[src/rtl/tcprop_pkg.sv]
`timescale 1ns / 1ps

package tcprop_pkg;

  localparam logic [5:0] BASE_HDR_LEN     = 6'd20;
  localparam logic [5:0] POS_MAX          = 6'd63;
  localparam logic [5:0] POS_DOFF         = 6'd12;
  localparam logic [5:0] POS_FLAGS        = 6'd13;
  localparam logic [5:0] POS_PORTS_END    = 6'd4;
  localparam logic [7:0] REDIR_MIN_LEN    = 8'd6;
  localparam logic [7:0] REDIR_ADDR_BYTES = 8'd4;
  localparam logic [7:0] OPT_EOL          = 8'd0;
  localparam logic [7:0] OPT_FIRST_LONG   = 8'd2;
  localparam logic [7:0] IP_PROTO_TCP     = 8'd6;
  localparam logic [7:0] KIND_RESET       = 8'h2A;
  localparam int unsigned FLAG_SYN_BIT    = 1;
  localparam int unsigned FLAG_ACK_BIT    = 4;

  typedef struct packed {
    logic [7:0]  hdr_byte;
    logic        first_byte;
    logic        last_byte;
    logic [7:0]  ip_protocol;
    logic [31:0] ip_src;
    logic [31:0] ip_dst;
  } in_item_t;

  typedef struct packed {
    logic        matched;
    logic        malformed;
    logic [31:0] redirect_addr;
    logic [31:0] peer_addr;
    logic [31:0] local_addr;
    logic [15:0] peer_port;
    logic [15:0] local_port;
  } result_t;

endpackage

[src/rtl/tcprop_in_if.sv]
`timescale 1ns / 1ps

interface tcprop_in_if;
  logic        valid;
  logic        ready;
  logic [7:0]  hdr_byte;
  logic        first_byte;
  logic        last_byte;
  logic [7:0]  ip_protocol;
  logic [31:0] ip_src;
  logic [31:0] ip_dst;

  modport source (
    output valid, hdr_byte, first_byte, last_byte, ip_protocol, ip_src, ip_dst,
    input  ready
  );
  modport sink (
    input  valid, hdr_byte, first_byte, last_byte, ip_protocol, ip_src, ip_dst,
    output ready
  );
endinterface

[src/rtl/tcprop_out_if.sv]
`timescale 1ns / 1ps

interface tcprop_out_if;
  logic        valid;
  logic        ready;
  logic        matched;
  logic        malformed;
  logic [31:0] redirect_addr;
  logic [31:0] peer_addr;
  logic [31:0] local_addr;
  logic [15:0] peer_port;
  logic [15:0] local_port;

  modport source (
    output valid, matched, malformed, redirect_addr, peer_addr, local_addr,
           peer_port, local_port,
    input  ready
  );
  modport sink (
    input  valid, matched, malformed, redirect_addr, peer_addr, local_addr,
           peer_port, local_port,
    output ready
  );
endinterface

[src/rtl/tcp_redirect_option_parser.sv]
`timescale 1ns / 1ps

// TCP header parser for a redirect option. Feed the header one byte per transfer, with
// first_byte on the first one (ip_protocol, ip_src and ip_dst are sampled there) and
// last_byte on the final byte supplied; bytes outside a packet are dropped and a new
// first_byte abandons any packet in progress. Each packet that ends in last_byte gives
// exactly one result transfer, built from the last byte: matched, malformed, the redirect
// address (zero unless the configured option kind was found) and the socket key. The block
// takes one byte per clock, sustained, except that a last byte waits while the result
// register is still full; the per-byte parser update is combinational between an input
// register and a result register, and out_ch.valid rises once the last byte has passed the
// input register and been loaded into the result register. option_kind resets to 42 and is
// to be written through cfg_wr_en and cfg_wr_data while no packet is in flight; the block itself does not enforce this.
module tcp_redirect_option_parser (
  input  logic       clk,
  input  logic       rst_n,
  input  logic       cfg_wr_en,
  input  logic [7:0] cfg_wr_data,
  tcprop_in_if.sink  in_ch,
  tcprop_out_if.source out_ch
);
  import tcprop_pkg::*;

  logic     s_valid;
  in_item_t s_item;
  logic     take;
  logic     load;
  logic     out_free;
  result_t  result;

  tcprop_in_stage u_in_stage (
    .clk     (clk),
    .rst_n   (rst_n),
    .in_ch   (in_ch),
    .take    (take),
    .s_valid (s_valid),
    .s_item  (s_item)
  );

  tcprop_parse u_parse (
    .clk         (clk),
    .rst_n       (rst_n),
    .cfg_wr_en   (cfg_wr_en),
    .cfg_wr_data (cfg_wr_data),
    .s_valid     (s_valid),
    .s_item      (s_item),
    .out_free    (out_free),
    .take        (take),
    .load        (load),
    .result      (result)
  );

  tcprop_out_stage u_out_stage (
    .clk      (clk),
    .rst_n    (rst_n),
    .load     (load),
    .result   (result),
    .out_free (out_free),
    .out_ch   (out_ch)
  );

endmodule

[src/rtl/tcprop_in_stage.sv]
`timescale 1ns / 1ps

module tcprop_in_stage (
  input  logic                clk,
  input  logic                rst_n,
  tcprop_in_if.sink           in_ch,
  input  logic                take,
  output logic                s_valid,
  output tcprop_pkg::in_item_t s_item
);
  import tcprop_pkg::*;

  logic     valid_r;
  logic     valid_nxt;
  in_item_t item_r;
  logic     in_xfer;

  assign in_ch.ready = !valid_r || take;
  assign in_xfer     = in_ch.valid && in_ch.ready;

  always_comb begin
    valid_nxt = valid_r;
    if (in_xfer) begin
      valid_nxt = 1'b1;
    end else if (take) begin
      valid_nxt = 1'b0;
    end
  end

  always_ff @(posedge clk) begin
    if (!rst_n) begin
      valid_r <= 1'b0;
    end else begin
      valid_r <= valid_nxt;
    end
  end

  always_ff @(posedge clk) begin
    if (in_xfer) begin
      item_r.hdr_byte    <= in_ch.hdr_byte;
      item_r.first_byte  <= in_ch.first_byte;
      item_r.last_byte   <= in_ch.last_byte;
      item_r.ip_protocol <= in_ch.ip_protocol;
      item_r.ip_src      <= in_ch.ip_src;
      item_r.ip_dst      <= in_ch.ip_dst;
    end
  end

  assign s_valid = valid_r;
  assign s_item  = item_r;

endmodule

[src/rtl/tcprop_parse.sv]
`timescale 1ns / 1ps

module tcprop_parse (
  input  logic                 clk,
  input  logic                 rst_n,
  input  logic                 cfg_wr_en,
  input  logic [7:0]           cfg_wr_data,
  input  logic                 s_valid,
  input  tcprop_pkg::in_item_t s_item,
  input  logic                 out_free,
  output logic                 take,
  output logic                 load,
  output tcprop_pkg::result_t  result
);
  import tcprop_pkg::*;

  typedef enum logic [2:0] {
    PH_IDLE,
    PH_FIXED,
    PH_KIND,
    PH_LEN,
    PH_RLEN,
    PH_SKIP,
    PH_CAPTURE,
    PH_END
  } phase_t;

  phase_t      phase_r, phase_nxt, ph;
  logic [5:0]  pos_r, pos_nxt, pos;
  logic [5:0]  hl_r, hl_nxt, hl;
  logic [7:0]  left_r, left_nxt, left;
  logic [31:0] addr_r, addr_nxt, addr;
  logic [31:0] ports_r, ports_nxt, ports;
  logic [31:0] src_r, src_nxt;
  logic [31:0] dst_r, dst_nxt;
  logic        tcp_r, tcp_nxt;
  logic        syn_r, syn_nxt;
  logic        ack_r, ack_nxt;
  logic        found_r, found_nxt;
  logic        bad_r, bad_nxt;
  logic [7:0]  kind_r;

  logic [7:0]  b;
  logic        first;
  logic        active;
  logic        produce;
  logic        kind_hit;
  logic [8:0]  opt_end;
  logic        len_over;
  logic [6:0]  pos_inc;
  logic [5:0]  need;
  logic        upd;

  always_comb begin
    b        = s_item.hdr_byte;
    first    = s_item.first_byte;
    active   = first || (phase_r != PH_IDLE);
    produce  = active && s_item.last_byte;

    // a new packet restarts from clean state
    if (first) begin
      pos   = '0;
      hl    = '0;
      ph    = PH_FIXED;
      left  = '0;
      addr  = '0;
      ports = '0;
    end else begin
      pos   = pos_r;
      hl    = hl_r;
      ph    = phase_r;
      left  = left_r;
      addr  = addr_r;
      ports = ports_r;
    end

    pos_nxt   = (pos == POS_MAX) ? pos : pos + 6'd1;
    hl_nxt    = hl;
    phase_nxt = ph;
    left_nxt  = left;
    addr_nxt  = addr;
    ports_nxt = ports;
    src_nxt   = first ? s_item.ip_src : src_r;
    dst_nxt   = first ? s_item.ip_dst : dst_r;
    tcp_nxt   = first ? (s_item.ip_protocol == IP_PROTO_TCP) : tcp_r;
    syn_nxt   = first ? 1'b0 : syn_r;
    ack_nxt   = first ? 1'b0 : ack_r;
    found_nxt = first ? 1'b0 : found_r;
    bad_nxt   = first ? 1'b0 : bad_r;

    kind_hit = (b == kind_r);
    pos_inc  = {1'b0, pos} + 7'd1;
    opt_end  = {3'b000, pos} + {1'b0, b} - 9'd1;
    len_over = opt_end > {3'b000, hl};

    if (pos < BASE_HDR_LEN) begin
      if (pos < POS_PORTS_END) begin
        ports_nxt = {ports[23:0], b};
      end
      if (pos == POS_DOFF) begin
        hl_nxt = {b[7:4], 2'b00};
        if (hl_nxt < BASE_HDR_LEN) begin
          bad_nxt = 1'b1;
        end
      end
      if (pos == POS_FLAGS) begin
        if (b[FLAG_SYN_BIT]) begin
          syn_nxt = 1'b1;
        end
        if (b[FLAG_ACK_BIT]) begin
          ack_nxt = 1'b1;
        end
      end
      if (pos == BASE_HDR_LEN - 6'd1) begin
        phase_nxt = (hl_nxt > BASE_HDR_LEN && !bad_nxt) ? PH_KIND : PH_END;
      end
    end else if (pos < hl) begin
      unique case (ph)
        PH_KIND: begin
          if (kind_hit || b >= OPT_FIRST_LONG) begin
            if (pos_inc >= {1'b0, hl}) begin
              bad_nxt   = 1'b1;
              phase_nxt = PH_END;
            end else begin
              phase_nxt = kind_hit ? PH_RLEN : PH_LEN;
            end
          end else if (b == OPT_EOL) begin
            phase_nxt = PH_END;
          end
        end
        PH_LEN: begin
          if (b < OPT_FIRST_LONG || len_over) begin
            bad_nxt   = 1'b1;
            phase_nxt = PH_END;
          end else begin
            left_nxt  = b - OPT_FIRST_LONG;
            phase_nxt = (left_nxt != '0) ? PH_SKIP : PH_KIND;
          end
        end
        PH_RLEN: begin
          if (b < REDIR_MIN_LEN || len_over) begin
            bad_nxt   = 1'b1;
            phase_nxt = PH_END;
          end else begin
            left_nxt  = REDIR_ADDR_BYTES;
            phase_nxt = PH_CAPTURE;
          end
        end
        PH_SKIP: begin
          left_nxt = left - 8'd1;
          if (left_nxt == '0) begin
            phase_nxt = PH_KIND;
          end
        end
        PH_CAPTURE: begin
          addr_nxt = {addr[23:0], b};
          left_nxt = left - 8'd1;
          if (left_nxt == '0) begin
            found_nxt = 1'b1;
            phase_nxt = PH_END;
          end
        end
        PH_IDLE, PH_FIXED, PH_END: begin
        end
        default: begin
        end
      endcase
    end

    // truncated header on the last byte
    need = (hl_nxt > BASE_HDR_LEN) ? hl_nxt : BASE_HDR_LEN;
    if (s_item.last_byte) begin
      if (pos_inc < {1'b0, need}) begin
        bad_nxt = 1'b1;
      end
      phase_nxt = PH_IDLE;
    end

    result.matched       = tcp_nxt && syn_nxt && ack_nxt && found_nxt && !bad_nxt;
    result.malformed     = bad_nxt;
    result.redirect_addr = found_nxt ? addr_nxt : '0;
    result.peer_addr     = src_nxt;
    result.local_addr    = dst_nxt;
    result.peer_port     = ports_nxt[31:16];
    result.local_port    = ports_nxt[15:0];
  end

  assign take = s_valid && (!produce || out_free);
  assign load = take && produce;
  assign upd  = take && active;

  always_ff @(posedge clk) begin
    if (!rst_n) begin
      phase_r <= PH_IDLE;
      pos_r   <= '0;
      found_r <= 1'b0;
      bad_r   <= 1'b0;
      kind_r  <= KIND_RESET;
    end else begin
      if (cfg_wr_en) begin
        kind_r <= cfg_wr_data;
      end
      if (upd) begin
        phase_r <= phase_nxt;
        pos_r   <= pos_nxt;
        found_r <= found_nxt;
        bad_r   <= bad_nxt;
        hl_r    <= hl_nxt;
        left_r  <= left_nxt;
        addr_r  <= addr_nxt;
        ports_r <= ports_nxt;
        src_r   <= src_nxt;
        dst_r   <= dst_nxt;
        tcp_r   <= tcp_nxt;
        syn_r   <= syn_nxt;
        ack_r   <= ack_nxt;
      end
    end
  end

`ifndef SYNTHESIS
  a_idle_after_result: assert property (@(posedge clk) disable iff (!rst_n)
    load |=> phase_r == PH_IDLE)
    else $error("parser not idle after result");

  a_found_stops_walk: assert property (@(posedge clk) disable iff (!rst_n)
    found_r |-> (phase_r == PH_END || phase_r == PH_IDLE))
    else $error("option walk continues after capture");

  a_bad_stops_walk: assert property (@(posedge clk) disable iff (!rst_n)
    bad_r |-> (phase_r == PH_FIXED || phase_r == PH_END || phase_r == PH_IDLE))
    else $error("option walk continues on malformed header");

  a_first_restarts: assert property (@(posedge clk) disable iff (!rst_n)
    take && first |=> pos_r == 6'd1)
    else $error("byte position not restarted by first byte");
`endif

endmodule

[src/rtl/tcprop_out_stage.sv]
`timescale 1ns / 1ps

module tcprop_out_stage (
  input  logic                clk,
  input  logic                rst_n,
  input  logic                load,
  input  tcprop_pkg::result_t result,
  output logic                out_free,
  tcprop_out_if.source        out_ch
);
  import tcprop_pkg::*;

  logic    valid_r;
  logic    valid_nxt;
  result_t res_r;

  assign out_free = !valid_r || out_ch.ready;

  always_comb begin
    valid_nxt = valid_r;
    if (load) begin
      valid_nxt = 1'b1;
    end else if (out_ch.ready) begin
      valid_nxt = 1'b0;
    end
  end

  always_ff @(posedge clk) begin
    if (!rst_n) begin
      valid_r <= 1'b0;
    end else begin
      valid_r <= valid_nxt;
    end
  end

  always_ff @(posedge clk) begin
    if (load) begin
      res_r <= result;
    end
  end

  assign out_ch.valid         = valid_r;
  assign out_ch.matched       = res_r.matched;
  assign out_ch.malformed     = res_r.malformed;
  assign out_ch.redirect_addr = res_r.redirect_addr;
  assign out_ch.peer_addr     = res_r.peer_addr;
  assign out_ch.local_addr    = res_r.local_addr;
  assign out_ch.peer_port     = res_r.peer_port;
  assign out_ch.local_port    = res_r.local_port;

endmodule
[src/flat_wrapper.sv]
// flat-port wrapper written by rule: the top's interface ports become plain ports
module tcp_redirect_option_parser_flat import tcprop_pkg::*;
  (clk, rst_n, cfg_wr_en, cfg_wr_data, in_ch_valid, in_ch_hdr_byte, in_ch_first_byte, in_ch_last_byte, in_ch_ip_protocol, in_ch_ip_src, in_ch_ip_dst, in_ch_ready, out_ch_valid, out_ch_matched, out_ch_malformed, out_ch_redirect_addr, out_ch_peer_addr, out_ch_local_addr, out_ch_peer_port, out_ch_local_port, out_ch_ready);
  tcprop_in_if in_ch_i ();
  tcprop_out_if out_ch_i ();
  input  logic clk;
  input  logic rst_n;
  input  logic cfg_wr_en;
  input  logic [7:0] cfg_wr_data;
  input wire logic [$bits(in_ch_i.valid)-1:0] in_ch_valid;
  input wire logic [$bits(in_ch_i.hdr_byte)-1:0] in_ch_hdr_byte;
  input wire logic [$bits(in_ch_i.first_byte)-1:0] in_ch_first_byte;
  input wire logic [$bits(in_ch_i.last_byte)-1:0] in_ch_last_byte;
  input wire logic [$bits(in_ch_i.ip_protocol)-1:0] in_ch_ip_protocol;
  input wire logic [$bits(in_ch_i.ip_src)-1:0] in_ch_ip_src;
  input wire logic [$bits(in_ch_i.ip_dst)-1:0] in_ch_ip_dst;
  output wire logic [$bits(in_ch_i.ready)-1:0] in_ch_ready;
  output wire logic [$bits(out_ch_i.valid)-1:0] out_ch_valid;
  output wire logic [$bits(out_ch_i.matched)-1:0] out_ch_matched;
  output wire logic [$bits(out_ch_i.malformed)-1:0] out_ch_malformed;
  output wire logic [$bits(out_ch_i.redirect_addr)-1:0] out_ch_redirect_addr;
  output wire logic [$bits(out_ch_i.peer_addr)-1:0] out_ch_peer_addr;
  output wire logic [$bits(out_ch_i.local_addr)-1:0] out_ch_local_addr;
  output wire logic [$bits(out_ch_i.peer_port)-1:0] out_ch_peer_port;
  output wire logic [$bits(out_ch_i.local_port)-1:0] out_ch_local_port;
  input wire logic [$bits(out_ch_i.ready)-1:0] out_ch_ready;
  assign in_ch_i.valid = in_ch_valid;
  assign in_ch_i.hdr_byte = in_ch_hdr_byte;
  assign in_ch_i.first_byte = in_ch_first_byte;
  assign in_ch_i.last_byte = in_ch_last_byte;
  assign in_ch_i.ip_protocol = in_ch_ip_protocol;
  assign in_ch_i.ip_src = in_ch_ip_src;
  assign in_ch_i.ip_dst = in_ch_ip_dst;
  assign in_ch_ready = in_ch_i.ready;
  assign out_ch_valid = out_ch_i.valid;
  assign out_ch_matched = out_ch_i.matched;
  assign out_ch_malformed = out_ch_i.malformed;
  assign out_ch_redirect_addr = out_ch_i.redirect_addr;
  assign out_ch_peer_addr = out_ch_i.peer_addr;
  assign out_ch_local_addr = out_ch_i.local_addr;
  assign out_ch_peer_port = out_ch_i.peer_port;
  assign out_ch_local_port = out_ch_i.local_port;
  assign out_ch_i.ready = out_ch_ready;
  tcp_redirect_option_parser u_core (.clk(clk), .rst_n(rst_n), .cfg_wr_en(cfg_wr_en), .cfg_wr_data(cfg_wr_data), .in_ch(in_ch_i), .out_ch(out_ch_i));
endmodule
[config.mk]
export PLATFORM = sky130hd
export DESIGN_NAME = tcp_redirect_option_parser_flat
export DESIGN_NICKNAME = d
export VERILOG_FILES = /design/src/rtl/tcprop_pkg.sv /design/src/rtl/tcprop_in_if.sv /design/src/rtl/tcprop_out_if.sv /design/src/rtl/tcp_redirect_option_parser.sv /design/src/rtl/tcprop_in_stage.sv /design/src/rtl/tcprop_parse.sv /design/src/rtl/tcprop_out_stage.sv /design/src/flat_wrapper.sv
export SDC_FILE = /design/constraint.sdc
export NUM_CORES = 1
export LEC_CHECK = 0
export BUFFER_PORTS_ARGS = -buffer_cell sky130_fd_sc_hd__buf_2
export CAP_MARGIN = 20
export CORE_MARGIN = 5
export CORE_UTILIZATION = 40
export CTS_BUF_LIST = sky130_fd_sc_hd__clkbuf_8 sky130_fd_sc_hd__clkbuf_16
export CTS_CLUSTER_SIZE = 20
export DETAILED_ROUTE_END_ITERATION = 10
export GPL_ROUTABILITY_DRIVEN = 0
export MAX_ROUTING_LAYER = met4
export SYNTH_ARGS = -nofsm -noshare
export SYNTH_HDL_FRONTEND = slang
export SYNTH_SLANG_ARGS = --single-unit
[constraint.sdc]
create_clock -name clk -period 7.15 [get_ports clk]
set_input_delay 0.715 -clock clk [delete_from_list [all_inputs] [get_ports clk]]
set_output_delay 0.715 -clock clk [all_outputs]
set_load 0.01 [all_outputs]
==> results.toml, run 1 <==
[cells_and_area]
num-fill-cells = 3518
final_common_cell = "edfxtp_1"
final_cells = 1886
syn_to_final_growth_pct = 18.4
drive_above_1_share_pct = 28.8
most-common-layout-cells = "357 x edfxtp_1, 226 x buf_2, 87 x nand2_1"
finalNetCount = 1471
design_area_um2 = 19000

[clock_tree]
cts_buffers = 42
cts_hold_buf = 0
cts_max_level = 2
clock_latency_ns = 0.56
path_clk_slew_ns = 0.06
cts_sinks = 378
cts_resized = 0
root_buffer = "clkbuf_16"
cts_tree = "built"
clk_path_buf_depth = 3
postCtsSetupBuffers = 0

[floorplanning]
die_width_um = 210
core_um2 = 39700
num_io_pins = 227
initial_utilization_pct = 40.5
placementRows = 73
die_h_um = 210
dieArea_um2 = 44300

[detailed_routing]
drt_wl_total_um = 37100
routed_via_density = 5.18
firstDrtPassIters = 5
vias = 9767
drtIter0Drc = 592
wl_per_cell_um = 19.7
final_antenna_net_count = 0
drc = 0

[power]
p_leak_uw = 0.00700
ir_worst_vdd_uv = 227
p_per_area_nw_per_um2 = 254

[yosys]
syn_area_um2 = 16100
ys_warn_count = 0
yosysSeqAreaShare_pct = 69.3
synth.top_cells.by_area = "edfxtp_1 67%, mux2_2 4.5%, ha_1 3.4%"
netlist.area_leader.share_pct = 66.7
ys_types = 71
yosysTopAreaCell = "edfxtp_1"
syn_avg_cell_area_um2 = 14.6
syn_nets = 1244
synth-async-reset-ratio_pct = 0
synth_edf_count = 357
ys_ff_latch = 378
postSynthCellCount = 1104
synth-main-ff-cell = "edfxtp_1"

[global_route]
grt_first_pass_wirelength_um = 57000
track_usage_pct = 16.9
grt_overflow = 0
grt_max_degree = 80
grt_antenna_before_repair = 2
grt_pass1_vias = 9868

[setup_path]
r2r_start = "u_core.u_in_stage.s_item[73]"
crit_fanout = 73
cp-end-kind = "flop"
required_ns = 7.43
cp-startpoint = "u_core.u_in_stage.s_item[73]"
cp.arrival_ns = 5.46
start_kind = "flop"
path_class = "reg2reg"

[sta]
worst_slew_pin_slew_ns = 1.08
finalHoldViolations = 0
setup_viol = 0
post-route-period-util_pct = 72.5
setup-tns-final_ns = 0
maxSlewViolCount = 0
holdWs_ns = 0.324
max_freq_mhz = 193
fin_skew_ns = 0.0191
finalCriticalPeriod_ns = 5.19
maxSlewHeadroom_pct = 27.8
rsz0062_at_grt = "false"

[worst_hold_path]
hold_class = "in2reg"
worstHoldStart = "in_ch_ip_dst[29]"

[placement]
dp_hpwl_um = 24500
io_buffer_count = 226
dpl_cell_area_um2 = 17700
placedCellCount = 1812

[status]
status = "finished, final reports clean"

[run]
drv_cap = 0
[state kept, by name, summed over array words and instances, names as in the netlist, 3 cells and up]
| signal | count |
|---|---|
| u_core.u_out_stage.out_ch.redirect_addr | 32 |
| u_core.u_out_stage.out_ch.local_addr | 32 |
| u_core.u_out_stage.out_ch.peer_port | 16 |
| u_core.u_parse.phase_r | 3 |
| u_core.u_in_stage.s_item | 82 |
| u_core.u_parse.hl_r | 6 |
| u_core.u_parse.left_r | 8 |
| u_core.u_out_stage.out_ch.local_port | 16 |
| u_core.u_parse.ports_r | 32 |
| u_core.u_parse.kind_r | 8 |
| u_core.u_parse.src_r | 32 |
| u_core.u_parse.dst_r | 32 |
| u_core.u_parse.addr_r | 32 |
| u_core.u_parse.pos_r | 6 |
| u_core.u_out_stage.out_ch.peer_addr | 32 |
[cells in the mapped netlist (4+ instances only)]
cell / count
clkbuf_1: 42
a211oi_1: 9
xor2_1: 11
mux2_2: 64
nor2_1: 67
dfxtp_1: 21
nand2_1: 87
buf_2: 5
nand2b_1: 10
nor3b_1: 11
inv_1: 43
a21oi_1: 51
nor3_2: 22
o22ai_1: 5
mux2i_1: 35
o32ai_1: 4
o21ai_0: 39
nor2b_1: 9
nand3_1: 22
nor4_1: 9
nor3_1: 14
o21a_1: 14
ha_1: 44
a21o_1: 14
and2_1: 4
edfxtp_1: 357
xnor2_1: 12
and3_1: 4
a31oi_1: 5
[worst max-delay path: stages, from the launching register on]
cell and delay [ns]:
edfxtp_1 0.34, buf_4 0.48, buf_4 0.75, nor2b_1 0.23, inv_1 0.13, ha_1 0.23, inv_1 0.06, ha_1 0.28
xnor2_1 0.16, ha_1 0.29, o21ai_0 0.08, nor2_1 0.06, nor4_1 0.28, o21a_1 0.38, a21oi_1 0.16, nor3_1 0.72
o22ai_1 0.19
[through the flow]
step | setup WS, ns | total power (uW) | util (%)
finish | 1.96 | 4840 | 47.9
global route | 1.52 | 5040 | 47.9
CTS | 1.87 | 4910 | 47.9
detailed placement | 1.91 | 2890 | 44.7
global placement | 2.05 | 2880 | 44.7
floorplan | 1.79 | 2770 | -
[logic make-up after synthesis]
logic type      count (synthesis)  synth area share [%]
xor+xnor                       23                  1.25
compound gates                177                  7.14
mux                           100                  6.76
buf+inv                        96                  2.44
simple gates                  285                  9.56
fa+ha+maj                      45                  3.55
flops                         378                  69.3
[layer usage]
| metal | up-vias | share of wire (%) | track usage (%) | wire length [um] |
|---|---|---|---|---|
| li1 | 4620 | - | - | - |
| met5 | - | 0 | - | 0 |
| met1 | 4747 | 44 | 22.7 | 16400 |
| met3 | 73 | 7.4 | 3.97 | 2770 |
| met4 | 0 | 2.7 | 5.72 | 1010 |
| met2 | 327 | 46 | 25.7 | 17000 |
[power breakdown]
part | internal, uW | total, uW | switching [uW]
Clock | 1160 | 2000 | 842
Sequential | 2500 | 2530 | 32.3
Combinational | 117 | 305 | 188
Total | 3770 | 4840 | 1060
[path summary, 6_finish.rpt]
kind              slack (ns)  depth (start not counted)                         endpoint
setup / recovery        1.96                         16         u_core.u_parse.left_r[4]
hold / removal          0.32                          1     u_core.u_in_stage.s_item[29]
setup reg to reg        1.96                         16         u_core.u_parse.left_r[4]
hold reg to reg         0.51                          2  u_core.u_out_stage.out_ch.valid
[layout make-up]
| class | instances | area (um^2) | share of cell area, % |
|---|---|---|---|
| multi-input cells | 630 | 4560 | 24.0 |
| inverters | 43 | 161 | 0.848 |
| diodes | 2 | 5.00 | 0.0263 |
| flip-flops and latches | 378 | 11100 | 58.6 |
| clock inverters | 29 | 204 | 1.07 |
| well taps | 525 | 657 | 3.45 |
| repair buffers | 236 | 1220 | 6.40 |
| clock buffers | 43 | 1080 | 5.66 |
(Power assumes the default switching activity.)
==> inputs of run 2 (changes only) <==
==> constraint.sdc (replaced) <==
create_clock -name clk -period 4.3 [get_ports clk]
set_input_delay 0.43 -clock clk [delete_from_list [all_inputs] [get_ports clk]]
set_output_delay 0.43 -clock clk [all_outputs]
set_load 0.01 [all_outputs]
==> run 2 against run 1 <==
- maximum frequency grew 30%
- combinational power grew 79%
- die area is the same
- count of clock-buffer cells in the layout is the same
- setup slack lost 1.7 ns
- sequential cell count is the same
- via count grew 1.2%
- final cell count grew 0.90%
- critical path depth is the same
- worst hold slack lost 0.28 ns
- non-clock buffer count grew 16
- total power grew 68%
- largest cell class unchanged
==> results.toml, run 2 (same netlist as run 1, synthesis figures left out) <==
[placement]
place_ws_ns = 0.159
io_buffer_count = 226
dp_hpwl_um = 25100
placedCellCount = 1827

[setup_path]
r2r_start = "u_core.u_in_stage.s_item[73]"
rr_endpoint = "u_core.u_out_stage.out_ch.malformed"
crit_fanout = 9
required_ns = 4.58
start_kind = "flop"
reg2reg_depth = 16
reg2reg_slack_ns = 0.30
cp-end-kind = "flop"
cp.arrival_ns = 4.29
path_class = "reg2reg"

[global_route]
grt_max_degree = 98
grt_first_pass_wirelength_um = 57900
grt_overflow = 0
track_usage_pct = 17.2
grt_pass1_vias = 10200
grt_antenna_before_repair = 2

[sta]
post-route-period-util_pct = 93.0
fin_skew_ns = 0.0289
worst_slew_pin_slew_ns = 1.03
setup_viol = 0
setup-tns-final_ns = 0
maxSlewViolCount = 0
final.setup.worst_slack_ns = 0.299
holdWs_ns = 0.0402
max_freq_mhz = 250
finalHoldViolations = 0
rsz0062_at_grt = "false"
maxSlewHeadroom_pct = 31.5
finalCriticalPeriod_ns = 4.00

[cells_and_area]
final_common_cell = "edfxtp_1"
syn_to_final_growth_pct = 19.6
num-fill-cells = 3469
largest_reg_flops = 82
drive_above_1_share_pct = 30.2
most-common-layout-cells = "357 x edfxtp_1, 226 x buf_2, 87 x nand2_1"
finalNetCount = 1486
final_cells = 1903

[power]
power_uw = 8140
ir_worst_vdd_uv = 325
p_per_area_nw_per_um2 = 423
p_leak_uw = 0.00710

[clock_tree]
cts_buffers = 41
clock_latency_ns = 0.56
path_clk_slew_ns = 0.06
cts_max_level = 2
clk_path_buf_depth = 3
postCtsSetupBuffers = 0
cts_tree = "built"
cts_sinks = 378
root_buffer = "clkbuf_16"

[worst_hold_path]
hold_class = "in2reg"
worstHoldStart = "in_ch_ip_dst[18]"
hold_depth = 1
hold_end = "u_core.u_in_stage.s_item[18]"

[floorplanning]
core_um2 = 39700
die_width_um = 210
num_io_pins = 227
dieArea_um2 = 44300
initial_utilization_pct = 40.5
placementRows = 73
die_h_um = 210

[detailed_routing]
top_layer_used = "met4"
wl_per_cell_um = 19.9
final_antenna_net_count = 0
wl_met2_um = 17400
dr_wl_met3_um = 2790
routed_via_density = 5.19
drtIter0Drc = 639
firstDrtPassIters = 5
drt_wl_total_um = 37800
vias = 9883
met1Wirelength_um = 16600
drc = 0

[run]
drv_cap = 0

[status]
status = "finished, final reports clean"
-- run 2: layout make-up --
type	count	area (um^2)	share of cell area, %
timing repair buffer	252	1380	7.19
antenna	2	5.00	0.0260
clock buffer	43	1080	5.59
multi-input combinational	630	4570	23.8
tap	525	657	3.42
sequential	378	11100	57.9
clock inverter	30	236	1.23
inverter	43	161	0.839
-- run 2: routing by layer --
layer | vias up | global-route usage (%)
met5 | - | -
met4 | 0 | 5.07
met3 | 75 | 4.73
met2 | 324 | 26.3
met1 | 4832 | 22.8
li1 | 4652 | -
-- run 2: timing repair --
item,4_1_cts,5_1_grt
gates resized for setup,0,3
hold buffers,0,0
setup endpoints to repair,0,10
-- run 2: power by group --
part / switching [uW] / internal [uW]
Sequential: 38.6 / 4150
Combinational: 338 / 209
Clock: 1420 / 1990
Total: 1790 / 6350
-- run 2: worst max-delay path by stage --
stage | depth (start not counted) | from | endpoint | slack (ns)
final | 16 | u_core.u_in_stage.s_item[73] | u_core.u_out_stage.out_ch.malformed | 0.30
after global routing | 16 | u_core.u_in_stage.s_item[73] | u_core.u_out_stage.out_ch.malformed | 0.04
after CTS | 16 | u_core.u_in_stage.s_item[73] | u_core.u_out_stage.out_ch.malformed | 0.09
after detailed placement | 16 | u_core.u_in_stage.s_item[73] | u_core.u_out_stage.out_ch.malformed | 0.16
after global placement | 16 | u_core.u_in_stage.s_item[73] | u_core.u_out_stage.out_ch.malformed | 0.19
after floorplan | 18 | u_core.u_in_stage.s_item[73] | u_core.u_parse.left_r[4] | 0.003
-- run 2: through the flow --
| step | area (um^2) | util (%) |
|---|---|---|
| after global placement | 17900 | 45.0 |
| final | 19200 | 48.4 |
| after CTS | 19200 | 48.3 |
| after global routing | 19200 | 48.4 |
| after detailed placement | 17900 | 45.0 |
| after floorplan | 16100 | - |
-- run 2: critical path: stages, from the launching register on --
cell and delay [ns]:
edfxtp_1 0.50, inv_1 0.14, nand2_1 0.12, ha_1 0.30, inv_1 0.04, ha_1 0.21, fa_1 0.43, xor2_1 0.19
ha_1 0.29, o21ai_0 0.15, nor2_1 0.06, nor4_1 0.25, o21a_2 0.31, a21oi_1 0.15, o311ai_2 0.36, buf_4 0.18
nand2_1 0.04
==> inputs of run 3 (changes only) <==
--- a/config.mk
+++ b/config.mk
@@ -6,14 +6,13 @@
 export NUM_CORES = 1
 export LEC_CHECK = 0
 export BUFFER_PORTS_ARGS = -buffer_cell sky130_fd_sc_hd__buf_2
-export CAP_MARGIN = 20
 export CORE_MARGIN = 5
 export CORE_UTILIZATION = 40
 export CTS_BUF_LIST = sky130_fd_sc_hd__clkbuf_8 sky130_fd_sc_hd__clkbuf_16
 export CTS_CLUSTER_SIZE = 20
 export DETAILED_ROUTE_END_ITERATION = 10
 export GPL_ROUTABILITY_DRIVEN = 0
-export MAX_ROUTING_LAYER = met4
+export RECOVER_POWER = 25
 export SYNTH_ARGS = -nofsm -noshare
 export SYNTH_HDL_FRONTEND = slang
 export SYNTH_SLANG_ARGS = --single-unit
==> run 3 against run 2 <==
- via count shrank 0.74%
- sequential power is essentially flat
- die area is the same
- largest power group unchanged
- setup slack lost 0.0013 ns
- sequential cell count is the same
==> results.toml, run 3 (same netlist as run 1, synthesis figures left out) <==
[clock_tree]
clock_latency_ns = 0.56
root_buffer = "clkbuf_16"
cts_sinks = 378
clk_path_buf_depth = 3
path_clk_slew_ns = 0.06
cts_max_level = 2
cts_buffers = 41
cts_tree = "built"
postCtsSetupBuffers = 0

[power]
ir_worst_vdd_uv = 328
p_per_area_nw_per_um2 = 427
p_leak_uw = 0.00674

[setup_path]
cp-end-kind = "flop"
worst-path-buf-inv = 3
cp.arrival_ns = 4.28
crit_top_cell = "ha_1"
crit_fanout = 9
crit_chain = "inv_1 > nand2_1 > ha_1 > inv_1 > ha_1 > fa_1 > xor2_1 > ha_1 > o21ai_0 > nor2_1 > nor4_1 > o21a_2 > a21oi_1 > o311ai_2 > buf_4 > nand2_1"
cpLargestDelayFamily = "adder cells"
required_ns = 4.58
start_kind = "flop"
cp_slowest_cell = "edfxtp_1"
max_stage_delay_ns = 0.51
path_class = "reg2reg"

[placement]
io_buffer_count = 226
dp_hpwl_um = 25100

[sta]
holdWs_ns = 0.0431
finalCriticalPeriod_ns = 4.00
rsz0062_at_grt = "false"
max_freq_mhz = 250
finalHoldViolations = 0
worst_slew_pin_slew_ns = 1.02
post-route-period-util_pct = 93.1
maxSlewHeadroom_pct = 31.6
setup-tns-final_ns = 0
maxSlewViolCount = 0
setup_viol = 0
fin_skew_ns = 0.0297

[detailed_routing]
routed_via_density = 5.16
final_antenna_net_count = 0
drtIter0Drc = 651
vias = 9810
firstDrtPassIters = 4
drc = 0
wl_per_cell_um = 19.9
drt_wl_total_um = 37800

[global_route]
grt_antenna_before_repair = 2
grt_overflow = 0
grt_max_degree = 98
grt_pass1_vias = 10200
grt_first_pass_wirelength_um = 58000
track_usage_pct = 16.7

[cells_and_area]
num-fill-cells = 3550
final_common_cell = "edfxtp_1"
most-common-layout-cells = "357 x edfxtp_1, 133 x clkbuf_1, 93 x buf_2"
finalNetCount = 1485
largest_reg_flops = 82
drive_above_1_share_pct = 20.5
syn_to_final_growth_pct = 18.4
diodes = 0

[floorplanning]
placementRows = 73
initial_utilization_pct = 40.5
num_io_pins = 227
core_um2 = 39700
die_h_um = 210
dieArea_um2 = 44300
die_width_um = 210

[status]
status = "finished, final reports clean"

[worst_hold_path]
hold_class = "in2reg"

[run]
drv_cap = 0
## run 3: final cells by class
| type | count | area [um^2] | area share [%] |
|---|---|---|---|
| inverters | 43 | 161 | 0.848 |
| repair buffers | 251 | 1190 | 6.25 |
| multi-input cells | 630 | 4570 | 24.0 |
| well taps | 525 | 657 | 3.45 |
| clock inverters | 30 | 236 | 1.24 |
| flip-flops and latches | 378 | 11100 | 58.5 |
| clock buffers | 43 | 1080 | 5.65 |
## run 3: routing by layer
| metal | vias up | track usage, % | part of all wire, % |
|---|---|---|---|
| met5 | - | 0 | 0.037 |
| met4 | 4 | 5.07 | 2.9 |
| met3 | 76 | 5.03 | 7.5 |
| met2 | 315 | 26.4 | 46 |
| met1 | 4779 | 22.4 | 43 |
| li1 | 4636 | - | - |
## run 3: through the flow
stage          power, uW  std cells  worst slack (ns)  area (um^2)  util [%]
2_1_floorplan       4610       1104           0.00298        16100         -
3_3_place_gp        4800       1827             0.185        17900      45.0
3_5_place_dp        4810       1827             0.159        17900      45.0
4_1_cts             8260       1900            0.0919        19200      48.3
5_1_grt             8460       1900            0.0401        19000      47.9
6_report            8130       1900             0.298        19000      47.9
## run 3: report_power, final
| group | switching, uW | internal, uW | total, uW |
|---|---|---|---|
| registers | 39.3 | 4150 | 4190 |
| clock network | 1410 | 1990 | 3400 |
| logic | 336 | 198 | 534 |
| total | 1790 | 6340 | 8130 |
## run 3: final timing paths
check / slack [ns] / from / to / depth (start not counted)
min: 0.04 / in_ch_ip_dst[18] / u_core.u_in_stage.s_item[18] / 1
max: 0.30 / u_core.u_in_stage.s_item[73] / u_core.u_out_stage.out_ch.malformed / 16
max reg2reg: 0.30 / u_core.u_in_stage.s_item[73] / u_core.u_out_stage.out_ch.malformed / 16
min reg2reg: 0.51 / u_core.u_parse.kind_r[3] / u_core.u_parse.kind_r[3] / 2
## run 3: what timing repair did
| action | in CTS | in global routing |
|---|---|---|
| hold buffers | 0 | 0 |
| endpoints found under the setup margin | 0 | 10 |
| hold endpoints to repair | 0 | 0 |
| gates resized for setup | 0 | 3 |
## run 3: worst register-to-register path, stage by stage (launching register included)
cell      delay, ns
edfxtp_1       0.51
inv_1          0.14
nand2_1        0.12
ha_1           0.30
inv_1          0.04
ha_1           0.21
fa_1           0.43
xor2_1         0.19
ha_1           0.30
o21ai_0        0.15
nor2_1         0.06
nor4_1         0.25
o21a_2         0.31
a21oi_1        0.16
o311ai_2       0.36
buf_4          0.18
nand2_1        0.04
